===== src/rtl/jdc_pkg.sv =====
// Types, constants and reciprocal divider settings for the Julian day conversion block.
package jdc_pkg;

  localparam logic ReqDateToJdn = 1'b0;
  localparam logic ReqJdnToDate = 1'b1;

  localparam int YearMax        = 9999;
  localparam int JdnYearBase    = 4800;
  localparam int JdnCentBase    = 4900;
  localparam int QuadYearDays   = 1461;
  localparam int JdnEpoch       = 32075;
  localparam int JdnShift       = 68569;
  localparam int CenturyDays    = 146097;
  localparam int YearScale      = 4000;
  localparam int YearDiv        = 1461001;
  localparam int MonthScale     = 80;
  localparam int MonthDiv       = 2447;
  localparam int DayBias        = 31;
  localparam int YearLo         = JdnCentBase;
  localparam int YearHi         = YearMax + JdnCentBase;

  // Reciprocal multipliers: floor(n * M >> S) == n / D for n below 2**N.
  localparam int     Div100N  = 15;
  localparam int     Div100S  = Div100N + $clog2(100);
  localparam int     Div100PW = 2 * Div100N + 1;
  localparam longint Div100M  = ((longint'(1) << Div100S) + 100 - 1) / 100;

  localparam int     DivCentN  = 26;
  localparam int     DivCentS  = DivCentN + $clog2(CenturyDays);
  localparam int     DivCentPW = 2 * DivCentN + 1;
  localparam longint DivCentM  =
    ((longint'(1) << DivCentS) + CenturyDays - 1) / CenturyDays;

  localparam int     DivYearN  = 28;
  localparam int     DivYearS  = DivYearN + $clog2(YearDiv);
  localparam int     DivYearPW = 2 * DivYearN + 1;
  localparam longint DivYearM  = ((longint'(1) << DivYearS) + YearDiv - 1) / YearDiv;

  localparam int     DivMonN  = 16;
  localparam int     DivMonS  = DivMonN + $clog2(MonthDiv);
  localparam int     DivMonPW = 2 * DivMonN + 1;
  localparam longint DivMonM  = ((longint'(1) << DivMonS) + MonthDiv - 1) / MonthDiv;

  localparam int RevLatency = 9;
  localparam int FwdStages  = 3;
  localparam int Latency    = RevLatency + 2;

  // (367 * k) / 12 indexed by month, k = month - 2 + 12 for January and February
  localparam logic [8:0] MonthOffset [0:15] = '{
    9'd305, 9'd336, 9'd367, 9'd30, 9'd61, 9'd91, 9'd122, 9'd152,
    9'd183, 9'd214, 9'd244, 9'd275, 9'd305, 9'd336, 9'd367, 9'd397
  };

  // (2447 * t) / 80 indexed by t
  localparam logic [8:0] DayOffset [0:15] = '{
    9'd0, 9'd30, 9'd61, 9'd91, 9'd122, 9'd152, 9'd183, 9'd214,
    9'd244, 9'd275, 9'd305, 9'd336, 9'd367, 9'd397, 9'd428, 9'd458
  };

  typedef struct packed {
    logic        req_type;
    logic [13:0] year_in;
    logic [3:0]  month_in;
    logic [4:0]  day_in;
    logic [22:0] julian_in;
  } jdc_req_t;

  typedef struct packed {
    logic [22:0] julian_out;
    logic [13:0] year_out;
    logic [3:0]  month_out;
    logic [4:0]  day_out;
    logic [26:0] packed_date;
    logic        date_valid;
    logic        range_error;
  } jdc_res_t;

  typedef struct packed {
    logic [13:0] year;
    logic [3:0]  month;
    logic [4:0]  day;
    logic        range_error;
  } jdc_date_t;

endpackage


===== src/rtl/jdc_jdn_to_date.sv =====
// Pipelined Julian day number to Gregorian date converter.
module jdc_jdn_to_date (
  input  logic               clk,
  input  logic [22:0]        julian,
  output jdc_pkg::jdc_date_t date
);
  import jdc_pkg::*;

  logic [23:0]          r1;
  logic [23:0]          r2;
  logic [DivCentPW-1:0] pc2;
  logic [23:0]          r3;
  logic [7:0]           c3;
  logic [25:0]          cm3;
  logic [15:0]          r4;
  logic [7:0]           c4;
  logic [27:0]          n5;
  logic [15:0]          r5;
  logic [7:0]           c5;
  logic [DivYearPW-1:0] pq6;
  logic [15:0]          r6;
  logic [7:0]           c6;
  logic [8:0]           r7;
  logic [6:0]           q7;
  logic [7:0]           c7;
  logic [DivMonPW-1:0]  pt8;
  logic [8:0]           r8;
  logic [6:0]           q8;
  logic [7:0]           c8;

  logic [7:0]  c_w;
  logic [25:0] cm_p3;
  logic [23:0] r_sub;
  logic [6:0]  q_w;
  logic [17:0] qd_w;
  logic [17:0] r7_w;
  logic [3:0]  t_w;
  logic        u_w;
  logic [8:0]  d_w;
  logic [14:0] yr_w;
  jdc_date_t   date_next;

  always_comb begin
    c_w   = pc2[DivCentS +: 8];
    cm_p3 = cm3 + 26'd3;
    r_sub = r3 - 24'(cm_p3[25:2]);
    q_w   = pq6[DivYearS +: 7];
    qd_w  = 18'(q_w) * 18'(QuadYearDays);
    r7_w  = 18'(r6) + 18'(DayBias) - 18'(qd_w[17:2]);
    t_w   = pt8[DivMonS +: 4];
    u_w   = (t_w >= 4'd11);
    d_w   = r8 - DayOffset[t_w];
    yr_w  = 15'(c8) * 15'd100 + 15'(q8) + 15'(u_w);
    date_next.day         = d_w[4:0];
    date_next.month       = t_w + 4'd2 - (u_w ? 4'd12 : 4'd0);
    date_next.year        = 14'(yr_w - 15'(YearLo));
    date_next.range_error = (yr_w < 15'(YearLo)) || (yr_w > 15'(YearHi));
  end

  always_ff @(posedge clk) begin
    r1  <= 24'(julian) + 24'(JdnShift);
    pc2 <= DivCentPW'({r1, 2'b00}) * DivCentPW'(DivCentM);
    r2  <= r1;
    c3  <= c_w;
    cm3 <= 26'(c_w) * 26'(CenturyDays);
    r3  <= r2;
    r4  <= r_sub[15:0];
    c4  <= c3;
    n5  <= (28'(r4) + 28'd1) * 28'(YearScale);
    r5  <= r4;
    c5  <= c4;
    pq6 <= DivYearPW'(n5) * DivYearPW'(DivYearM);
    r6  <= r5;
    c6  <= c5;
    r7  <= r7_w[8:0];
    q7  <= q_w;
    c7  <= c6;
    pt8 <= DivMonPW'(r7) * DivMonPW'(MonthScale * DivMonM);
    r8  <= r7;
    q8  <= q7;
    c8  <= c7;
    date <= date_next;
  end

endmodule


===== src/rtl/julian_day_conversion.sv =====
// Top level of the Julian day conversion block: date to Julian day and back.
//
//   channel  | ports                      | transfer
//   ---------+----------------------------+--------------------------------
//   request  | start, busy, request       | edge with start high, busy low
//   result   | done, result               | edge that ends the done cycle
//
// Takes one request every clock while busy is low; the result depth is set by the
// reverse chain with its three reciprocal multiplies, plus the select and result stages.
// Synchronous reset clears the valid bits; busy is high while rst is high.
// The result side has no backpressure, so the pipeline never stalls.
module julian_day_conversion (
  input  logic              clk,
  input  logic              rst,
  input  logic              start,
  output logic              busy,
  input  jdc_pkg::jdc_req_t request,
  output logic              done,
  output jdc_pkg::jdc_res_t result
);
  import jdc_pkg::*;

  localparam int FwdPad = RevLatency - FwdStages + 1;

  typedef struct packed {
    jdc_date_t   date;
    logic [22:0] jdn;
  } fwd_t;

  typedef struct packed {
    logic        req_type;
    logic [22:0] julian;
  } info_t;

  logic                vld [0:Latency-1];
  info_t               info [0:RevLatency-1];
  fwd_t                pad [0:FwdPad-1];

  logic [13:0]         f1_y;
  logic [3:0]          f1_m;
  logic [4:0]          f1_d;
  logic [14:0]         f1_k1;
  logic [14:0]         f1_k3;
  logic                f1_err;
  logic [24:0]         f2_p1;
  logic [Div100PW-1:0] f2_p3;
  logic [8:0]          f2_t2;
  logic [13:0]         f2_y;
  logic [3:0]          f2_m;
  logic [4:0]          f2_d;
  logic                f2_err;

  jdc_date_t           rev_date;
  jdc_date_t           m10_date;
  logic [22:0]         m10_j;
  logic [Div100PW-1:0] m10_yp;
  jdc_res_t            res;

  logic [14:0] year_ext;
  logic [7:0]  q100;
  logic [9:0]  t3x;
  logic [24:0] jsum;
  fwd_t        f3_next;
  info_t       info_last;
  fwd_t        pad_last;
  jdc_date_t   sel_date;
  logic [22:0] sel_j;
  logic [7:0]  yq;
  logic [13:0] hund;
  logic        leap;
  logic [4:0]  mlen;
  logic        ok;
  jdc_res_t    res_next;

  function automatic logic [4:0] month_days(input logic [3:0] month, input logic is_leap);
    logic [4:0] days;
    case (month) inside
      4'd1, 4'd3, 4'd5, 4'd7, 4'd8, 4'd10, 4'd12: days = 5'd31;
      4'd4, 4'd6, 4'd9, 4'd11:                    days = 5'd30;
      4'd2:                                       days = is_leap ? 5'd29 : 5'd28;
      default:                                    days = 5'd0;
    endcase
    return days;
  endfunction

  jdc_jdn_to_date u_rev (
    .clk    (clk),
    .julian (request.julian_in),
    .date   (rev_date)
  );

  assign busy   = rst;
  assign done   = vld[Latency-1];
  assign result = res;

  always_comb begin
    year_ext = {1'b0, request.year_in};
    q100     = f2_p3[Div100S +: 8];
    t3x      = 10'(q100) * 10'd3;
    jsum     = 25'(f2_p1[24:2]) + 25'(f2_t2) + 25'(f2_d) - 25'(t3x[9:2]) - 25'(JdnEpoch);
    f3_next.date.year        = f2_y;
    f3_next.date.month       = f2_m;
    f3_next.date.day         = f2_d;
    f3_next.date.range_error = f2_err;
    f3_next.jdn              = f2_err ? 23'd0 : jsum[22:0];

    info_last = info[RevLatency-1];
    pad_last  = pad[FwdPad-1];
    sel_date  = (info_last.req_type == ReqJdnToDate) ? rev_date : pad_last.date;
    sel_j     = (info_last.req_type == ReqJdnToDate) ? info_last.julian : pad_last.jdn;

    yq   = m10_yp[Div100S +: 8];
    hund = 14'(yq) * 14'd100;
    leap = (m10_date.year[1:0] == 2'b00) && ((m10_date.year != hund) || (yq[1:0] == 2'b00));
    mlen = month_days(m10_date.month, leap);
    ok   = !m10_date.range_error && (m10_date.day != 5'd0) && (m10_date.day <= mlen);

    res_next.julian_out  = m10_j;
    res_next.year_out    = ok ? m10_date.year : 14'd0;
    res_next.month_out   = ok ? m10_date.month : 4'd0;
    res_next.day_out     = ok ? m10_date.day : 5'd0;
    res_next.packed_date = ok ? (27'(m10_date.year) * 27'd10000 + 27'(m10_date.month) * 27'd100
                                 + 27'(m10_date.day)) : 27'd0;
    res_next.date_valid  = ok;
    res_next.range_error = m10_date.range_error;
  end

  always_ff @(posedge clk) begin
    if (rst) begin
      for (int i = 0; i < Latency; i++) vld[i] <= 1'b0;
    end else begin
      vld[0] <= start && !busy;
      for (int i = 1; i < Latency; i++) vld[i] <= vld[i-1];
    end
  end

  always_ff @(posedge clk) begin
    info[0] <= {request.req_type, request.julian_in};
    for (int i = 1; i < RevLatency; i++) info[i] <= info[i-1];

    f1_y   <= request.year_in;
    f1_m   <= request.month_in;
    f1_d   <= request.day_in;
    f1_k1  <= year_ext + ((request.month_in <= 4'd2) ? 15'(JdnYearBase - 1) : 15'(JdnYearBase));
    f1_k3  <= year_ext + ((request.month_in <= 4'd2) ? 15'(JdnCentBase - 1) : 15'(JdnCentBase));
    f1_err <= (request.year_in > 14'(YearMax));

    f2_p1  <= 25'(f1_k1) * 25'(QuadYearDays);
    f2_p3  <= Div100PW'(f1_k3) * Div100PW'(Div100M);
    f2_t2  <= MonthOffset[f1_m];
    f2_y   <= f1_y;
    f2_m   <= f1_m;
    f2_d   <= f1_d;
    f2_err <= f1_err;

    pad[0] <= f3_next;
    for (int i = 1; i < FwdPad; i++) pad[i] <= pad[i-1];

    m10_date <= sel_date;
    m10_j    <= sel_j;
    m10_yp   <= Div100PW'(sel_date.year) * Div100PW'(Div100M);

    res <= res_next;
  end

endmodule


===== config.mk =====
export PLATFORM = sky130hd
export DESIGN_NAME = julian_day_conversion
export DESIGN_NICKNAME = d
export VERILOG_FILES = /design/src/rtl/jdc_pkg.sv /design/src/rtl/jdc_jdn_to_date.sv /design/src/rtl/julian_day_conversion.sv
export SDC_FILE = /design/constraint.sdc
export NUM_CORES = 2
export LEC_CHECK = 0
export BUFFER_PORTS_ARGS = -buffer_cell sky130_fd_sc_hd__buf_2
export CORE_MARGIN = 1.5
export CORE_UTILIZATION = 60
export CTS_CLUSTER_SIZE = 28
export DETAILED_ROUTE_END_ITERATION = 16
export GPL_TIMING_DRIVEN = 0
export PLACE_DENSITY = 0.75
export SLEW_MARGIN = 40
export SYNTH_ARGS = -nofsm -noshare
export SYNTH_HDL_FRONTEND = slang
export SYNTH_SLANG_ARGS = --single-unit
export TNS_END_PERCENT = 1

===== constraint.sdc =====
create_clock -name clk -period 8.3 [get_ports clk]
set_clock_uncertainty 0.05 [all_clocks]
set_input_delay 0.415 -clock clk [delete_from_list [all_inputs] [get_ports clk]]
set_output_delay 0.415 -clock clk [all_outputs]
set_load 0.01 [all_outputs]

==> results by group <==
Setup path
  – Critical-path top delay cell: dfxtp_1
  – Crit start category: flip-flop
  – Top delay family on crit path: adder cells
  – Top cell by count, worst path: fa_1
  – Worst R2R Path Depth: 21
  – Max incr delay on CP: around 630 ps
  – CP cell instances: inv_1 -> fa_1 -> inv_1 -> fa_1 -> fa_1 -> fa_1 -> fa_1 -> fa_1 -> inv_1 -> fa_1 -> inv_1 -> ha_1 -> nand4_1 -> nor4_2 -> o2111ai_1 -> a31oi_1 -> o31ai_1 -> o21ai_0 -> o21a_1 -> nor2_1 -> xnor2_1
  – Buffers plus inverters on the worst setup path: 4
  – WP depth: 21
  – Largest fanout on the critical path: 6
  – CP required: a little under 9000 ps
  – Crit path kind: flip-flop to flip-flop
  – Critical Path AT: between 8000 and 9000 ps
  – CP endpoint kind: flip-flop

Finish
  – Multi-input gate area in the final layout: roughly 42000 sq um
  – Share of post-route cells with drive strength above 1: 0.0585
  – Fin util: 0.663
  – Synthesis-to-layout area growth: 9.56%
  – Total Nets Final: between 8000 and 9000
  – Most frequent cells in the layout: 1412 x inv_1, 1153 x ha_1, 1045 x dfxtp_1
  – Flip-flop and latch area: roughly 21000 sq um
  – FILL cells: roughly 8500
  – Commonest non-fill, non-tap cell in the layout: inv_1

Route
  – Final WL: between 100000 and 150000 microns
  – Met2 Wirelength: roughly 68000 microns
  – Remaining DRCs: 0
  – Via count: 40400
  – Drt wl/cell: approximately 17 microns
  – DRT antenna net count: 0
  – DR pass1 iterations: 5
  – Max layer used: met5
  – DR vias/cell: 5.11
  – WL met3: 5900 microns
  – Starting DRC count in detailed routing: between 1500 and 2000
  – M1 WL: about 60000 microns

Synth
  – Cell Area, Synth: around 68000 sq um
  – Library cells used by synthesis: between 70 and 80
  – Top_reg_cell synth: dfxtp_1
  – EDFF count, synth: 0
  – Post-synthesis sequential area ratio: 0.307
  – Yosys reg bits: ~1000
  – Cell count after synthesis: around 6000
  – Async SR Flop Fraction: 0
  – Mapped Nets: about 8100
  – Syn Area/Cell: 11.3 sq um
  – Ys Warns: 0

STA
  – Fmax: 128 MHz
  – Final Setup Violations: 0
  – Minimum clock period: 7820 ps
  – Slew headroom: 0.483
  – RSZ-0062 raised after global routing: false
  – Worst Max-Slew Pin Slew: roughly 750 ps
  – Tcrit/Tclk final: 0.942
  – Final max-slew violation count: 0
  – Final Hold Fails: 0
  – TNS Setup: 0 ps

Run status
  – Status: complete, no violations

GRT
  – Largest net degree at the start of global routing: 19
  – Antenna violations before repair: 6
  – Total Routing Usage GR: 0.248
  – Vias in the first global route: roughly 44000
  – First-pass GRT wire length: roughly 230000 microns
  – Global route overflow: 0

Placement
  – GPL Wtd Cong: 0.942
  – Port Buffers: roughly 130
  – Post-DP HPWL: ~110000 microns

Run
  – Max Cap Violations: 0

CTS
  – TritonCTS clock tree: done
  – CTS Buf Count: ~100
  – Max Root-Sink Buffers: 3
  – Setup Fix Bufs, Post-CTS: 0
  – Worst-path clk slew: around 60 ps
  – Worst skew pair latency: roughly 730 ps
  – Root Buffer: clkbuf_16
  – Clock sinks: 1046
  – CTS H-tree depth: 3

Hold path
  – Worst hold path type: flip-flop to flip-flop
  – Worst Hold Depth: 0

Floorplanning
  – DIE WIDTH: ~340 microns
  – Cell Rows: ~120
  – Core Region: 112000 sq um
  – Starting Density: 0.605
  – Die ar.: about 120000 sq um
  – Die Height: between 300 and 400 microns
  – Num ports: ~130
cell families (layout without fill, tap and decap cells):
family                     after synthesis  after routing  synth area share
adders and majority gates             2018           2018             0.466
buffers and inverters                 1442           1801            0.0797
DFF                                   1046           1046             0.307
and+or+nand+nor                        616            616            0.0449
AOI/OAI and AO/OA                      543            543            0.0522
xor gates and xnor gates               319            319            0.0410
muxes                                   52             52           0.00862
other                                    0              4                 0
what timing repair did:
action	in CTS	in global routing
hold buffers	49	0
setup endpoints to repair	0	2
endpoints found under the hold margin	88	0
resized for setup	0	1
final cells by class:
cell class / instances / share of cell area
tap: 1500 / 0.0252
sequential: 1046 / 0.281
timing repair buffer: 176 / 0.0151
multi-input combinational: 3548 / 0.560
buffer: 30 / 0.00174
clock inverter: 55 / 0.00958
antenna: 4 / 0.000134
clock buffer: 128 / 0.0368
inverter: 1412 / 0.0710
state kept, by name, indices dropped and copies added (netlist names), 9 cells and up:
register	cells
u_rev.r2	16
u_rev.date	24
f2_y	14
f1_k1	13
f2_t2	9
u_rev.r4	16
f1_k3	15
u_rev.r5	9
u_rev.n5	23
vld	11
u_rev.r7	9
f1_y	14
result	73
u_rev.cm3	14
u_rev.r3	16
u_rev.r1	24
f2_p1	23
pad	329
m10_date	24
info	216
m10_j	23
u_rev.r6	9
Yosys cell counts, drive strengths merged (7+ instances only):
library cell | n | area share
a31oi | 19 | 0.0017
nor2 | 191 | 0.011
o211ai | 7 | 0.00085
clkbuf | 22 | 0.0012
a211oi | 34 | 0.0038
nand4 | 20 | 0.0018
o31ai | 14 | 0.0016
xor2 | 114 | 0.015
and3 | 26 | 0.0024
o21ai | 87 | 0.0064
nor4 | 14 | 0.0016
nor2b | 45 | 0.0042
a21o | 84 | 0.0093
nor3 | 58 | 0.0043
mux2i | 17 | 0.0025
a211o | 9 | 0.0012
a21oi | 160 | 0.012
xnor2 | 205 | 0.026
o21bai | 25 | 0.0028
or2 | 14 | 0.0013
buf | 8 | 0.00066
inv | 1412 | 0.078
o21a | 33 | 0.0037
dfxtp | 1046 | 0.31
and2 | 29 | 0.0027
a21boi | 10 | 0.0012
nand3 | 57 | 0.0042
nand2b | 27 | 0.0025
fa | 865 | 0.25
mux2 | 33 | 0.0055
ha | 1153 | 0.21
nor3b | 7 | 0.00077
nand2 | 99 | 0.0055
or3 | 13 | 0.0012
worst reg2reg max path, cell delays in order, from the launching register on:
cell and delay [ps]:
dfxtp_1 630, inv_1 180, fa_1 520, inv_1 240, fa_1 480, fa_1 630, fa_1 480, fa_1 510
fa_1 600, inv_1 70, fa_1 540, inv_1 50, ha_1 310, nand4_1 170, nor4_2 480, o2111ai_1 180
a31oi_1 440, o31ai_1 190, o21ai_0 590, o21a_1 200, nor2_1 50, xnor2_1 120
through the flow:
step	setup WS, ps	hold slack (ps)	area [sq um]	std cells
4_1_cts	276	215	74600	7895
3_3_place_gp	348	260	70600	7662
3_5_place_dp	276	262	70600	7663
5_1_grt	126	229	74600	7898
2_1_floorplan	1870	260	68100	6036
6_report	481	220	74600	7899
final timing paths:
check,from,to,slack [ps]
hold / removal,pad[3][32],pad[4][32],220
hold reg to reg,pad[3][32],pad[4][32],220
setup reg to reg,u_rev.n5[11],u_rev.pq6[52],480
setup / recovery,u_rev.n5[11],u_rev.pq6[52],480
per-layer routing:
| layer | GRT usage | vias up |
|---|---|---|
| li1 | - | 19600 |
| met1 | 0.313 | 19800 |
| met2 | 0.436 | 733 |
| met3 | 0.0406 | 236 |
| met4 | 0.0791 | 4 |
| met5 | 0 | - |
Power is left out: the tool's default activity adds up to more than one toggle a clock period on the data nets, which glitch-free logic cannot reach.
